File: src/rtl/core/btk_pkg.sv
package btk_pkg;

  localparam int ENC_W      = 1;
  localparam int MENU_W     = 2;
  localparam int RATE_W     = 6;
  localparam int VOL_W      = 7;
  localparam int INSP_W     = 2;
  localparam int EXP_W      = 3;
  localparam int IDX_W      = 3;
  localparam int AGE_W      = 8;
  localparam int STEPS_W    = 16;
  localparam int TRIM_W     = 10;
  localparam int MS_W       = 14;
  localparam int SRATE_W    = 24;
  localparam int DEN_W      = 9;
  localparam int NUM_W      = 20;
  localparam int PROD_W     = STEPS_W + VOL_W;
  localparam int DIV_DW     = PROD_W + 3;
  localparam int DIV_SW     = MS_W;
  localparam int DIV_CNT_W  = 5;
  localparam int MUL_CNT_W  = 3;
  localparam int CFG_IDX_W  = 2;
  localparam int CFG_DATA_W = 16;

  localparam logic [MENU_W-1:0] MENU_RATE  = 2'd0;
  localparam logic [MENU_W-1:0] MENU_VOL   = 2'd1;
  localparam logic [MENU_W-1:0] MENU_RATIO = 2'd2;

  localparam logic [CFG_IDX_W-1:0] REG_STEPS     = 2'd0;
  localparam logic [CFG_IDX_W-1:0] REG_INSP_TRIM = 2'd1;
  localparam logic [CFG_IDX_W-1:0] REG_EXP_TRIM  = 2'd2;
  localparam logic [CFG_IDX_W-1:0] REG_HOLDOFF   = 2'd3;

  localparam logic [RATE_W-1:0]  RATE_MAX   = 6'd40;
  localparam logic [RATE_W-1:0]  RATE_MIN   = 6'd6;
  localparam logic [VOL_W-1:0]   VOL_MAX    = 7'd100;
  localparam logic [VOL_W-1:0]   VOL_MIN    = 7'd10;
  localparam logic [IDX_W-1:0]   RATIO_LAST = 3'd4;
  localparam logic [AGE_W-1:0]   AGE_MAX    = 8'd255;
  localparam logic [NUM_W-1:0]   MS_PER_MIN = 20'd60000;
  localparam logic [DIV_SW-1:0]  PCT_DIV    = 14'd100;
  localparam logic [SRATE_W-1:0] SRATE_MAX  = 24'hFFFFFF;

  localparam logic [STEPS_W-1:0] STEPS_RST     = 16'd440;
  localparam logic [TRIM_W-1:0]  INSP_TRIM_RST = 10'd30;
  localparam logic [TRIM_W-1:0]  EXP_TRIM_RST  = 10'd0;
  localparam logic [AGE_W-1:0]   HOLDOFF_RST   = 8'd120;

  typedef struct packed {
    logic [MENU_W-1:0] menu;
    logic [RATE_W-1:0] rate;
    logic [VOL_W-1:0]  volume;
    logic [INSP_W-1:0] insp_share;
    logic [EXP_W-1:0]  exp_share;
    logic              changed;
  } knob_t;

  function automatic logic [INSP_W-1:0] insp_of(input logic [IDX_W-1:0] idx);
    logic [INSP_W-1:0] r;
    r = (idx == '0) ? 2'd2 : 2'd1;
    return r;
  endfunction

  function automatic logic [EXP_W-1:0] exp_of(input logic [IDX_W-1:0] idx);
    logic [EXP_W-1:0] r;
    unique case (idx)
      3'd0:    r = 3'd1;
      3'd1:    r = 3'd2;
      3'd2:    r = 3'd3;
      3'd3:    r = 3'd4;
      default: r = 3'd5;
    endcase
    return r;
  endfunction

endpackage

File: src/rtl/core/btk_in_if.sv
interface btk_in_if;
  logic valid;
  logic ready;
  logic enc_a;
  logic enc_b;
  logic enc_push;

  modport source (output valid, enc_a, enc_b, enc_push, input ready);
  modport sink   (input valid, enc_a, enc_b, enc_push, output ready);
endinterface

File: src/rtl/core/btk_out_if.sv
interface btk_out_if;
  import btk_pkg::*;

  logic               valid;
  logic               ready;
  logic [MENU_W-1:0]  menu_pos;
  logic [RATE_W-1:0]  rate_out;
  logic [VOL_W-1:0]   volume_out;
  logic [INSP_W-1:0]  insp_part;
  logic [EXP_W-1:0]   exp_part;
  logic [STEPS_W-1:0] stroke_steps;
  logic [SRATE_W-1:0] step_rate;
  logic [MS_W-1:0]    insp_ms;
  logic [MS_W-1:0]    exp_ms;
  logic               settings_changed;

  modport source (output valid, menu_pos, rate_out, volume_out, insp_part, exp_part,
                  stroke_steps, step_rate, insp_ms, exp_ms, settings_changed,
                  input ready);
  modport sink   (input valid, menu_pos, rate_out, volume_out, insp_part, exp_part,
                  stroke_steps, step_rate, insp_ms, exp_ms, settings_changed,
                  output ready);
endinterface

File: src/rtl/core/btk_cfg_if.sv
interface btk_cfg_if;
  import btk_pkg::*;

  logic                  valid;
  logic                  ready;
  logic [CFG_IDX_W-1:0]  index;
  logic [CFG_DATA_W-1:0] data;

  modport source (output valid, index, data, input ready);
  modport sink   (input valid, index, data, output ready);
endinterface

File: src/rtl/core/btk_knob.sv
module btk_knob (
  input  logic                     clk,
  input  logic                     rst_n,
  input  logic                     step,
  input  logic                     enc_a,
  input  logic                     enc_b,
  input  logic                     enc_push,
  input  logic [btk_pkg::AGE_W-1:0] holdoff,
  output btk_pkg::knob_t           knob
);
  import btk_pkg::*;

  logic [MENU_W-1:0] menu_r, menu_nxt;
  logic [IDX_W-1:0]  idx_r, idx_nxt, idx_clamp;
  logic [RATE_W-1:0] rate_r, rate_nxt;
  logic [VOL_W-1:0]  vol_r, vol_nxt;
  logic [INSP_W-1:0] insp_r, insp_nxt;
  logic [EXP_W-1:0]  exp_r, exp_nxt;
  logic              last_a_r, last_push_r;
  logic [AGE_W-1:0]  age_r, age_nxt, age_adv;
  logic              changed_r, changed_nxt;
  logic              press, a_fall;

  always_comb begin
    age_adv  = (age_r < AGE_MAX) ? age_r + 1'b1 : age_r;
    press    = last_push_r && !enc_push && (age_adv > holdoff || age_adv == AGE_MAX);
    age_nxt  = press ? '0 : age_adv;
    menu_nxt = menu_r;
    if (press) begin
      menu_nxt = (menu_r < MENU_RATIO) ? menu_r + 1'b1 : MENU_RATE;
    end

    a_fall      = last_a_r && !enc_a;
    changed_nxt = a_fall;
    rate_nxt    = rate_r;
    vol_nxt     = vol_r;
    idx_nxt     = idx_r;
    insp_nxt    = insp_r;
    exp_nxt     = exp_r;
    idx_clamp   = idx_r;
    if (a_fall) begin
      priority if (menu_nxt == MENU_RATE) begin
        if (enc_b && rate_r < RATE_MAX) rate_nxt = rate_r + 1'b1;
        else if (!enc_b && rate_r > RATE_MIN) rate_nxt = rate_r - 1'b1;
      end else if (menu_nxt == MENU_VOL) begin
        if (enc_b && vol_r < VOL_MAX) vol_nxt = vol_r + 1'b1;
        else if (!enc_b && vol_r > VOL_MIN) vol_nxt = vol_r - 1'b1;
      end else if (menu_nxt == MENU_RATIO) begin
        if (enc_b && idx_r < RATIO_LAST) idx_nxt = idx_r + 1'b1;
        else if (!enc_b && idx_r > '0) idx_nxt = idx_r - 1'b1;
        idx_clamp = (idx_nxt > RATIO_LAST) ? RATIO_LAST : idx_nxt;
        insp_nxt  = insp_of(idx_clamp);
        exp_nxt   = exp_of(idx_clamp);
      end
    end
  end

  always_ff @(posedge clk) begin
    if (!rst_n) begin
      menu_r      <= MENU_RATE;
      idx_r       <= '0;
      rate_r      <= RATE_MAX;
      vol_r       <= VOL_MAX;
      insp_r      <= 2'd1;
      exp_r       <= 3'd2;
      last_a_r    <= 1'b1;
      last_push_r <= 1'b1;
      age_r       <= '0;
      changed_r   <= 1'b0;
    end else if (step) begin
      menu_r      <= menu_nxt;
      idx_r       <= idx_nxt;
      rate_r      <= rate_nxt;
      vol_r       <= vol_nxt;
      insp_r      <= insp_nxt;
      exp_r       <= exp_nxt;
      last_a_r    <= enc_a;
      last_push_r <= enc_push;
      age_r       <= age_nxt;
      changed_r   <= changed_nxt;
    end
  end

  assign knob.menu       = menu_r;
  assign knob.rate       = rate_r;
  assign knob.volume     = vol_r;
  assign knob.insp_share = insp_r;
  assign knob.exp_share  = exp_r;
  assign knob.changed    = changed_r;

endmodule

File: src/rtl/core/btk_mul.sv
module btk_mul (
  input  logic                        clk,
  input  logic                        rst_n,
  input  logic                        start,
  input  logic [btk_pkg::STEPS_W-1:0] mcand,
  input  logic [btk_pkg::VOL_W-1:0]   mplier,
  output logic                        busy,
  output logic [btk_pkg::PROD_W-1:0]  product
);
  import btk_pkg::*;

  logic                 busy_r;
  logic [MUL_CNT_W-1:0] cnt_r;
  logic [PROD_W-1:0]    acc_r, a_r;
  logic [VOL_W-1:0]     b_r;

  // LSB-first shift-add, one multiplier bit a cycle
  always_ff @(posedge clk) begin
    if (!rst_n) begin
      busy_r <= 1'b0;
      cnt_r  <= '0;
    end else if (start) begin
      busy_r <= 1'b1;
      cnt_r  <= MUL_CNT_W'(VOL_W - 1);
    end else if (busy_r) begin
      if (cnt_r == '0) busy_r <= 1'b0;
      cnt_r <= cnt_r - 1'b1;
    end
  end

  always_ff @(posedge clk) begin
    if (start) begin
      acc_r <= '0;
      a_r   <= PROD_W'(mcand);
      b_r   <= mplier;
    end else if (busy_r) begin
      if (b_r[0]) acc_r <= acc_r + a_r;
      a_r <= {a_r[PROD_W-2:0], 1'b0};
      b_r <= {1'b0, b_r[VOL_W-1:1]};
    end
  end

  assign busy    = busy_r;
  assign product = acc_r;

endmodule

File: src/rtl/core/btk_div.sv
module btk_div (
  input  logic                       clk,
  input  logic                       rst_n,
  input  logic                       start,
  input  logic [btk_pkg::DIV_DW-1:0] dividend,
  input  logic [btk_pkg::DIV_SW-1:0] divisor,
  output logic                       busy,
  output logic [btk_pkg::DIV_DW-1:0] quotient
);
  import btk_pkg::*;

  logic                 busy_r;
  logic [DIV_CNT_W-1:0] cnt_r;
  logic [DIV_SW-1:0]    rem_r, rem_nxt, dsr_r;
  logic [DIV_DW-1:0]    quo_r;
  logic [DIV_SW:0]      trial, diff;
  logic                 fit;

  // restoring, one quotient bit a cycle; dividend shifts out as quotient shifts in
  always_comb begin
    trial   = {rem_r, quo_r[DIV_DW-1]};
    diff    = trial - {1'b0, dsr_r};
    fit     = trial >= {1'b0, dsr_r};
    rem_nxt = fit ? diff[DIV_SW-1:0] : trial[DIV_SW-1:0];
  end

  always_ff @(posedge clk) begin
    if (!rst_n) begin
      busy_r <= 1'b0;
      cnt_r  <= '0;
    end else if (start) begin
      busy_r <= 1'b1;
      cnt_r  <= DIV_CNT_W'(DIV_DW - 1);
    end else if (busy_r) begin
      if (cnt_r == '0) busy_r <= 1'b0;
      cnt_r <= cnt_r - 1'b1;
    end
  end

  always_ff @(posedge clk) begin
    if (start) begin
      rem_r <= '0;
      quo_r <= dividend;
      dsr_r <= divisor;
    end else if (busy_r) begin
      rem_r <= rem_nxt;
      quo_r <= {quo_r[DIV_DW-2:0], fit};
    end
  end

  assign busy     = busy_r;
  assign quotient = quo_r;

endmodule

File: src/rtl/core/breath_timing_knob_control_top.sv
// From item accept to result valid: serial multiply, two rounds of bit-serial
//   division, plus sequencing.
// A new item is accepted only when the sequencer is idle, after the previous result is registered.
// A finished result waits in the output register while the next item is taken.
// Reset (rst_n low, synchronous): settings and configuration to defaults,
//   no result pending.
module breath_timing_knob_control_top (
  input  logic       clk,
  input  logic       rst_n,
  btk_in_if.sink     in_if,
  btk_out_if.source  out_if,
  btk_cfg_if.sink    cfg_if
);
  import btk_pkg::*;

  localparam logic [2:0] S_IDLE = 3'd0;
  localparam logic [2:0] S_LOAD = 3'd1;
  localparam logic [2:0] S_MUL  = 3'd2;
  localparam logic [2:0] S_DIV1 = 3'd3;
  localparam logic [2:0] S_TRIM = 3'd4;
  localparam logic [2:0] S_RATE = 3'd5;
  localparam logic [2:0] S_DIV2 = 3'd6;
  localparam logic [2:0] S_FIN  = 3'd7;

  logic [2:0]         state_r, state_nxt;
  logic [STEPS_W-1:0] steps_r;
  logic [TRIM_W-1:0]  insp_trim_r, exp_trim_r;
  logic [AGE_W-1:0]   holdoff_r;

  knob_t              knob;
  logic               in_acc, out_free;

  logic               mul_start, mul_busy;
  logic [PROD_W-1:0]  prod;
  logic               dv0_start, dv0_busy, dv12_start, dv1_busy, dv2_busy;
  logic [DIV_DW-1:0]  dv0_dnd, dv1_dnd, dv2_dnd, dv0_q, dv1_q, dv2_q;
  logic [DIV_SW-1:0]  dv0_dsr, den;
  logic [DIV_DW-1:0]  prod_x10;

  logic [STEPS_W-1:0] stroke_r;
  logic [MS_W-1:0]    insp_ms_r, exp_ms_r, t_insp, t_exp;
  logic [SRATE_W-1:0] srate;

  logic               out_valid_r;
  knob_t              res_knob_r;
  logic [STEPS_W-1:0] res_stroke_r;
  logic [SRATE_W-1:0] res_srate_r;
  logic [MS_W-1:0]    res_insp_r, res_exp_r;

  // configuration
  assign cfg_if.ready = 1'b1;

  always_ff @(posedge clk) begin
    if (!rst_n) begin
      steps_r     <= STEPS_RST;
      insp_trim_r <= INSP_TRIM_RST;
      exp_trim_r  <= EXP_TRIM_RST;
      holdoff_r   <= HOLDOFF_RST;
    end else if (cfg_if.valid) begin
      unique case (cfg_if.index)
        REG_STEPS:     steps_r     <= cfg_if.data;
        REG_INSP_TRIM: insp_trim_r <= cfg_if.data[TRIM_W-1:0];
        REG_EXP_TRIM:  exp_trim_r  <= cfg_if.data[TRIM_W-1:0];
        REG_HOLDOFF:   holdoff_r   <= cfg_if.data[AGE_W-1:0];
        default: ;
      endcase
    end
  end

  assign in_if.ready = (state_r == S_IDLE);
  assign in_acc      = in_if.valid && in_if.ready;
  assign out_free    = !out_valid_r || out_if.ready;

  btk_knob u_knob (
    .clk      (clk),
    .rst_n    (rst_n),
    .step     (in_acc),
    .enc_a    (in_if.enc_a),
    .enc_b    (in_if.enc_b),
    .enc_push (in_if.enc_push),
    .holdoff  (holdoff_r),
    .knob     (knob)
  );

  // sequencer
  always_comb begin
    state_nxt = state_r;
    unique case (state_r)
      S_IDLE: if (in_acc) state_nxt = S_LOAD;
      S_LOAD: state_nxt = S_MUL;
      S_MUL:  if (!mul_busy) state_nxt = S_DIV1;
      S_DIV1: if (!dv0_busy && !dv1_busy && !dv2_busy) state_nxt = S_TRIM;
      S_TRIM: state_nxt = S_RATE;
      S_RATE: state_nxt = S_DIV2;
      S_DIV2: if (!dv0_busy) state_nxt = S_FIN;
      S_FIN:  if (out_free) state_nxt = S_IDLE;
      default: state_nxt = S_IDLE;
    endcase
  end

  always_ff @(posedge clk) begin
    if (!rst_n) state_r <= S_IDLE;
    else        state_r <= state_nxt;
  end

  assign mul_start  = (state_r == S_LOAD);
  assign dv12_start = (state_r == S_LOAD);
  assign dv0_start  = (state_r == S_MUL && !mul_busy) || (state_r == S_RATE);

  btk_mul u_mul (
    .clk     (clk),
    .rst_n   (rst_n),
    .start   (mul_start),
    .mcand   (steps_r),
    .mplier  (knob.volume),
    .busy    (mul_busy),
    .product (prod)
  );

  assign den      = DIV_SW'(knob.rate * (DEN_W'(knob.insp_share) + DEN_W'(knob.exp_share)));
  assign dv1_dnd  = DIV_DW'(MS_PER_MIN * NUM_W'(knob.insp_share));
  assign dv2_dnd  = DIV_DW'(MS_PER_MIN * NUM_W'(knob.exp_share));
  assign prod_x10 = {prod, 3'b000} + {2'b00, prod, 1'b0};
  assign dv0_dnd  = (state_r == S_RATE) ? prod_x10 : DIV_DW'(prod);
  assign dv0_dsr  = (state_r == S_RATE) ? insp_ms_r : PCT_DIV;

  btk_div u_div0 (
    .clk      (clk),
    .rst_n    (rst_n),
    .start    (dv0_start),
    .dividend (dv0_dnd),
    .divisor  (dv0_dsr),
    .busy     (dv0_busy),
    .quotient (dv0_q)
  );

  btk_div u_div1 (
    .clk      (clk),
    .rst_n    (rst_n),
    .start    (dv12_start),
    .dividend (dv1_dnd),
    .divisor  (den),
    .busy     (dv1_busy),
    .quotient (dv1_q)
  );

  btk_div u_div2 (
    .clk      (clk),
    .rst_n    (rst_n),
    .start    (dv12_start),
    .dividend (dv2_dnd),
    .divisor  (den),
    .busy     (dv2_busy),
    .quotient (dv2_q)
  );

  assign t_insp = dv1_q[MS_W-1:0];
  assign t_exp  = dv2_q[MS_W-1:0];

  always_ff @(posedge clk) begin
    if (state_r == S_TRIM) begin
      stroke_r  <= dv0_q[STEPS_W-1:0];
      insp_ms_r <= (t_insp > MS_W'(insp_trim_r)) ? t_insp - MS_W'(insp_trim_r) : '0;
      exp_ms_r  <= (t_exp > MS_W'(exp_trim_r)) ? t_exp - MS_W'(exp_trim_r) : '0;
    end
  end

  assign srate = (insp_ms_r == '0 || dv0_q[DIV_DW-1:SRATE_W] != '0) ? SRATE_MAX
                                                                     : dv0_q[SRATE_W-1:0];

  // result register
  always_ff @(posedge clk) begin
    if (!rst_n) begin
      out_valid_r <= 1'b0;
    end else if (state_r == S_FIN && out_free) begin
      out_valid_r <= 1'b1;
    end else if (out_if.ready) begin
      out_valid_r <= 1'b0;
    end
  end

  always_ff @(posedge clk) begin
    if (state_r == S_FIN && out_free) begin
      res_knob_r   <= knob;
      res_stroke_r <= stroke_r;
      res_srate_r  <= srate;
      res_insp_r   <= insp_ms_r;
      res_exp_r    <= exp_ms_r;
    end
  end

  assign out_if.valid            = out_valid_r;
  assign out_if.menu_pos         = res_knob_r.menu;
  assign out_if.rate_out         = res_knob_r.rate;
  assign out_if.volume_out       = res_knob_r.volume;
  assign out_if.insp_part        = res_knob_r.insp_share;
  assign out_if.exp_part         = res_knob_r.exp_share;
  assign out_if.settings_changed = res_knob_r.changed;
  assign out_if.stroke_steps     = res_stroke_r;
  assign out_if.step_rate        = res_srate_r;
  assign out_if.insp_ms          = res_insp_r;
  assign out_if.exp_ms           = res_exp_r;

  a_idle_quiet: assert property (@(posedge clk) disable iff (!rst_n)
    state_r == S_IDLE |-> !mul_busy && !dv0_busy && !dv1_busy && !dv2_busy)
    else $error("arithmetic unit busy while idle");

  a_zero_insp_sat: assert property (@(posedge clk) disable iff (!rst_n)
    out_if.valid && out_if.insp_ms == '0 |-> out_if.step_rate == SRATE_MAX)
    else $error("step rate not saturated for zero inspiration time");

  a_rate_range: assert property (@(posedge clk) disable iff (!rst_n)
    out_if.valid |-> out_if.rate_out >= RATE_MIN && out_if.rate_out <= RATE_MAX)
    else $error("breath rate out of range");

  a_menu_range: assert property (@(posedge clk) disable iff (!rst_n)
    out_if.valid |-> out_if.menu_pos <= MENU_RATIO)
    else $error("menu position out of range");

endmodule
File: src/flat_wrapper.sv
// flat-port wrapper written by rule: the top's interface ports become plain ports
module breath_timing_knob_control_top_flat import btk_pkg::*;
  (clk, rst_n, in_if_valid, in_if_enc_a, in_if_enc_b, in_if_enc_push, in_if_ready, out_if_valid, out_if_menu_pos, out_if_rate_out, out_if_volume_out, out_if_insp_part, out_if_exp_part, out_if_stroke_steps, out_if_step_rate, out_if_insp_ms, out_if_exp_ms, out_if_settings_changed, out_if_ready, cfg_if_valid, cfg_if_index, cfg_if_data, cfg_if_ready);
  btk_in_if in_if_i ();
  btk_out_if out_if_i ();
  btk_cfg_if cfg_if_i ();
  input  logic clk;
  input  logic rst_n;
  input wire logic [$bits(in_if_i.valid)-1:0] in_if_valid;
  input wire logic [$bits(in_if_i.enc_a)-1:0] in_if_enc_a;
  input wire logic [$bits(in_if_i.enc_b)-1:0] in_if_enc_b;
  input wire logic [$bits(in_if_i.enc_push)-1:0] in_if_enc_push;
  output wire logic [$bits(in_if_i.ready)-1:0] in_if_ready;
  output wire logic [$bits(out_if_i.valid)-1:0] out_if_valid;
  output wire logic [$bits(out_if_i.menu_pos)-1:0] out_if_menu_pos;
  output wire logic [$bits(out_if_i.rate_out)-1:0] out_if_rate_out;
  output wire logic [$bits(out_if_i.volume_out)-1:0] out_if_volume_out;
  output wire logic [$bits(out_if_i.insp_part)-1:0] out_if_insp_part;
  output wire logic [$bits(out_if_i.exp_part)-1:0] out_if_exp_part;
  output wire logic [$bits(out_if_i.stroke_steps)-1:0] out_if_stroke_steps;
  output wire logic [$bits(out_if_i.step_rate)-1:0] out_if_step_rate;
  output wire logic [$bits(out_if_i.insp_ms)-1:0] out_if_insp_ms;
  output wire logic [$bits(out_if_i.exp_ms)-1:0] out_if_exp_ms;
  output wire logic [$bits(out_if_i.settings_changed)-1:0] out_if_settings_changed;
  input wire logic [$bits(out_if_i.ready)-1:0] out_if_ready;
  input wire logic [$bits(cfg_if_i.valid)-1:0] cfg_if_valid;
  input wire logic [$bits(cfg_if_i.index)-1:0] cfg_if_index;
  input wire logic [$bits(cfg_if_i.data)-1:0] cfg_if_data;
  output wire logic [$bits(cfg_if_i.ready)-1:0] cfg_if_ready;
  assign in_if_i.valid = in_if_valid;
  assign in_if_i.enc_a = in_if_enc_a;
  assign in_if_i.enc_b = in_if_enc_b;
  assign in_if_i.enc_push = in_if_enc_push;
  assign in_if_ready = in_if_i.ready;
  assign out_if_valid = out_if_i.valid;
  assign out_if_menu_pos = out_if_i.menu_pos;
  assign out_if_rate_out = out_if_i.rate_out;
  assign out_if_volume_out = out_if_i.volume_out;
  assign out_if_insp_part = out_if_i.insp_part;
  assign out_if_exp_part = out_if_i.exp_part;
  assign out_if_stroke_steps = out_if_i.stroke_steps;
  assign out_if_step_rate = out_if_i.step_rate;
  assign out_if_insp_ms = out_if_i.insp_ms;
  assign out_if_exp_ms = out_if_i.exp_ms;
  assign out_if_settings_changed = out_if_i.settings_changed;
  assign out_if_i.ready = out_if_ready;
  assign cfg_if_i.valid = cfg_if_valid;
  assign cfg_if_i.index = cfg_if_index;
  assign cfg_if_i.data = cfg_if_data;
  assign cfg_if_ready = cfg_if_i.ready;
  breath_timing_knob_control_top u_core (.clk(clk), .rst_n(rst_n), .in_if(in_if_i), .out_if(out_if_i), .cfg_if(cfg_if_i));
endmodule
File: config.mk
export PLATFORM = sky130hd
export DESIGN_NAME = breath_timing_knob_control_top_flat
export DESIGN_NICKNAME = d
export VERILOG_FILES = /design/src/rtl/core/btk_pkg.sv /design/src/rtl/core/btk_in_if.sv /design/src/rtl/core/btk_out_if.sv /design/src/rtl/core/btk_cfg_if.sv /design/src/rtl/core/btk_knob.sv /design/src/rtl/core/btk_mul.sv /design/src/rtl/core/btk_div.sv /design/src/rtl/core/breath_timing_knob_control_top.sv /design/src/flat_wrapper.sv
export SDC_FILE = /design/constraint.sdc
export NUM_CORES = 1
export LEC_CHECK = 0
export BUFFER_PORTS_ARGS = -buffer_cell sky130_fd_sc_hd__clkbuf_2
export CAP_MARGIN = 0
export CELL_PAD_IN_SITES_DETAIL_PLACEMENT = 1
export CELL_PAD_IN_SITES_GLOBAL_PLACEMENT = 1
export CORE_AREA = 2 2 276 196
export CTS_CLUSTER_SIZE = 20
export DETAILED_ROUTE_END_ITERATION = 8
export DIE_AREA = 0 0 278 198
export GPL_ROUTABILITY_DRIVEN = 0
export GPL_TIMING_DRIVEN = 0
export MAX_ROUTING_LAYER = met4
export PLACE_DENSITY = 0.83
export SYNTH_ARGS = -nofsm -noshare
export SYNTH_HDL_FRONTEND = slang
export SYNTH_SLANG_ARGS = --single-unit
File: constraint.sdc
create_clock -name clk -period 9.73 [get_ports clk]
set_input_delay 1.946 -clock clk [delete_from_list [all_inputs] [get_ports clk]]
set_output_delay 1.946 -clock clk [all_outputs]
set_load 0.01 [all_outputs]
==> flow_summary_export.csv <==
group,metric,value,unit
timing,max_freq,0.211,GHz
clock_network,cts_resized,0,
worst_setup_path,crit_path_cell_trace,"ha_1 > fa_1 > xor2_1 > nand2_1 > fa_1 > inv_1 > fa_1 > fa_1 > a21oi_1 > nor2_1 > nor2_1 > o21bai_1 > a21oi_1 > nor2b_1 > o21a_1",
run_status,status,"finished with violations",
synth,async_flop_share,0,%
synth,synth.mux.area_fraction,3.89,%
clock_network,clock_latency,0.59,ns
global_routing,first_global_vias,20000,
clock_network,cts_tree,"done",
global_routing,use_met1,35.3,%
timing,period_needed,4.73,ns
detailed_routing,drtIter0Drc,1432,
synth,synth_ff_type,"edfxtp_1",
timing,skew,0.0179,ns
layout,final_cell_mix,"nand2_1, edfxtp_1, dfxtp_1, a21oi_1, nor2_1",
layout,layout_commonest_cell,"nand2_1",
synth,syn-cell-area,23400,µm²
worst_setup_path,slowest_stage,"fa_1",
synth,synth_cells,2407,
power,peakVddDrop,0.115,mV
timing,hold_viol,0,
floorplan,die_w,278,µm
synth,synth-adder-area-share,10.0,%
synth,synth_edf_count,234,
power,p_per_area,231,nW/µm²
layout,area_delta_synth_final,13.8,%
clock_network,h-tree-depth,2,
worst_setup_path,cp_max_fo,8,
timing,post-route-period-util,48.6,%
clock_network,cts_sinks,435,
timing,slew_headroom,-0.709,%
worst_setup_path,worstSetupStartpointType,"flip-flop",
timing,setup_violations,0,
synth,synth_compound_area_share,13.9,%
detailed_routing,first_pass_iters,5,
synth,synth_xor_area_share,4.00,%
clock_network,cts_setup_buffers,0,
clock_network,clockBufferDepth,3,
timing,hold-worst-slack,0.421,ns
detailed_routing,drc_errors,0,
place,place_ws,5.05,ns
floorplan,rows,71,
place,io_buffers,115,
detailed_routing,viasPerCell,5.78,
worst_setup_path,max_stage_delay,0.53,ns
floorplan,core,52900,µm²
synth,yosys_warnings,0,
clock_network,clk_pin_slew_worst_paths,0.07,ns
global_routing,grt_start_max_net_pins,30,
synth,ys_seq_area_share,47.2,%
synth,ys_types,79,
place,dpl_cell_area,25000,µm²
run_status,violations,"max-capacitance violations, max-slew violations",
floorplan,dieArea,55000,µm²
worst_setup_path,required,10.05,ns
synth,syn_area_per_cell,9.73,µm²
global_routing,busiest_layer,"met2",
floorplan,io_pins,118,
layout,final_cell_area,26600,µm²
clock_network,cts_made_buffers,47,
detailed_routing,vias,19200,
power,p_leak,10.9,nW
global_routing,use_met2,40.9,%
synth,ys_seq_elements,435,
job,maxCapViolations,1,
timing,slew_violations,11,
global_routing,grt_overflow_total,0,
synth,synth_top_family_by_area,"simple AND/OR/NAND/NOR gates",
timing,setup_tns,0,ns
worst_hold_path,hp-class,"reg2reg",
synth,synth_simple_gate_area_share,17.2,%
place,dpl.hpwl,52000,µm
floorplan,initial_core_util,44.3,%
global_routing,antenna_found_initial,5,
global_routing,grt_pass1_wl,111000,µm
clock_network,postCtsHoldBufs,0,
worst_setup_path,crit_type,"reg2reg",
detailed_routing,final_antenna_net_count,0,
global_routing,grt_use_met3,4.64,%
clock_network,cts_root_buffer,"clkbuf_16",
layout,nets,2780,
detailed_routing,routed_wl,71100,µm
global_routing,grtUsageTotal,26.3,%
worst_setup_path,crit_arrival,5.05,ns
timing,layout_setup_ws,5.00,ns
worst_setup_path,cp_common_cell,"fa_1",
worst_setup_path,cp-end-kind,"flip-flop",
timing,worst_slew_pin_slew,1.51,ns
layout,final_util,50.4,%
floorplan,die_y,198,µm
timing,rsz0062_at_grt,"false",
detailed_routing,wl_per_cell,21.5,µm
synth,synth_nets,2609,
layout,layout-drive-gt1-share,11.0,%
-- through the flow --
stage | power [W] | cells
after global placement | 0.00407 | 3215
after CTS | 0.00614 | 3309
after detailed placement | 0.00421 | 3222
after floorplan | 0.00369 | 2407
after global routing | 0.00647 | 3313
final | 0.00615 | 3313
-- metal layers --
layer	part of all wire [%]	wire length, µm
met5	0	0
met4	2.5	1800
met3	6.2	4380
met2	45	31800
met1	47	33200
-- flip-flops by register name (all words and copies together) (netlist names), 16 cells and up --
register,cells
u_core.out_if.step_rate,24
u_core.u_mul.a_r,23
u_core.out_if.stroke_steps,16
u_core.stroke_r,16
u_core.u_div1.quotient,26
u_core.steps_r,16
u_core.u_mul.product,23
u_core.u_div0.quotient,26
u_core.u_div2.quotient,26
-- power by group --
| part | switching (W) | total, W | internal (W) |
|---|---|---|---|
| logic | 0.00113 | 0.00185 | 0.000719 |
| clock network | 0.000802 | 0.00191 | 0.00111 |
| registers | 0.000198 | 0.00239 | 0.00219 |
-- cells in the mapped netlist, types with 10 or more instances --
cell type	n	area, µm²
nand2_1	323	1210
edfxtp_1	234	7030
dfxtp_1	201	4020
a21oi_1	189	946
nor2_1	163	612
ha_1	156	1950
inv_1	131	492
o21ai_0	121	606
clkbuf_1	78	293
mux2i_1	77	771
nand3_1	70	350
xnor2_1	70	613
nor3_1	48	240
a21o_1	46	345
xor2_1	37	324
and2_1	36	225
or2_2	34	213
a31oi_1	31	194
nand2b_1	30	188
nor2b_1	28	175
a211oi_1	23	173
or3_1	21	131
fa_1	20	400
nand4_1	20	125
and3_1	17	106
o21a_1	17	128
o211ai_1	15	113
nor4_1	13	81.3
o21bai_1	11	82.6
buf_1	10	37.5
buf_2	10	50.1
-- worst max-delay path, delay by kind of cell (launching register included) --
kind	cells	cell delay (ns)
adder cells (fa/ha/maj)	5	2.27
AO/OA/AOI/OAI	4	0.73
flip-flops	1	0.50
XOR/XNOR	1	0.46
AND/OR/NAND/NOR	4	0.45
buffers and inverters	1	0.06
-- logic make-up after synthesis --
group / after synthesis
AO/OA/AOI/OAI: 529
XOR/XNOR: 107
adder cells (fa/ha/maj): 176
buffers and inverters: 231
flip-flops: 435
multiplexers: 88
other: 1
AND/OR/NAND/NOR: 840
-- final timing paths --
path                                       startpoint                                       to  slack (ns)  cells after the start
hold reg to reg          u_core.stroke_r[4]$_DFFE_PP_  u_core.out_if.stroke_steps[4]$_DFFE_PP_        0.42                      0
setup / recovery  u_core.u_knob.exp_r[0]$_SDFFE_PN0P_        u_core.u_div1.dsr_r[10]$_DFFE_PP_        5.00                     15
hold / removal           u_core.stroke_r[4]$_DFFE_PP_  u_core.out_if.stroke_steps[4]$_DFFE_PP_        0.42                      0
setup reg to reg  u_core.u_knob.exp_r[0]$_SDFFE_PN0P_        u_core.u_div1.dsr_r[10]$_DFFE_PP_        5.00                     15
-- final cells by class --
cell class              instances  area [µm²]
multi-input cells            1741       11500
flip-flops and latches        435       11100
inverters                     131         492
fillers                      5915       26200
diodes                          4        10.0
clock buffers                  59        1370
clock inverters                28         285
repair buffers                122         688
plain buffers                 100         400
well taps                     693         867
Note: power is estimated with default switching activity, not from simulation.
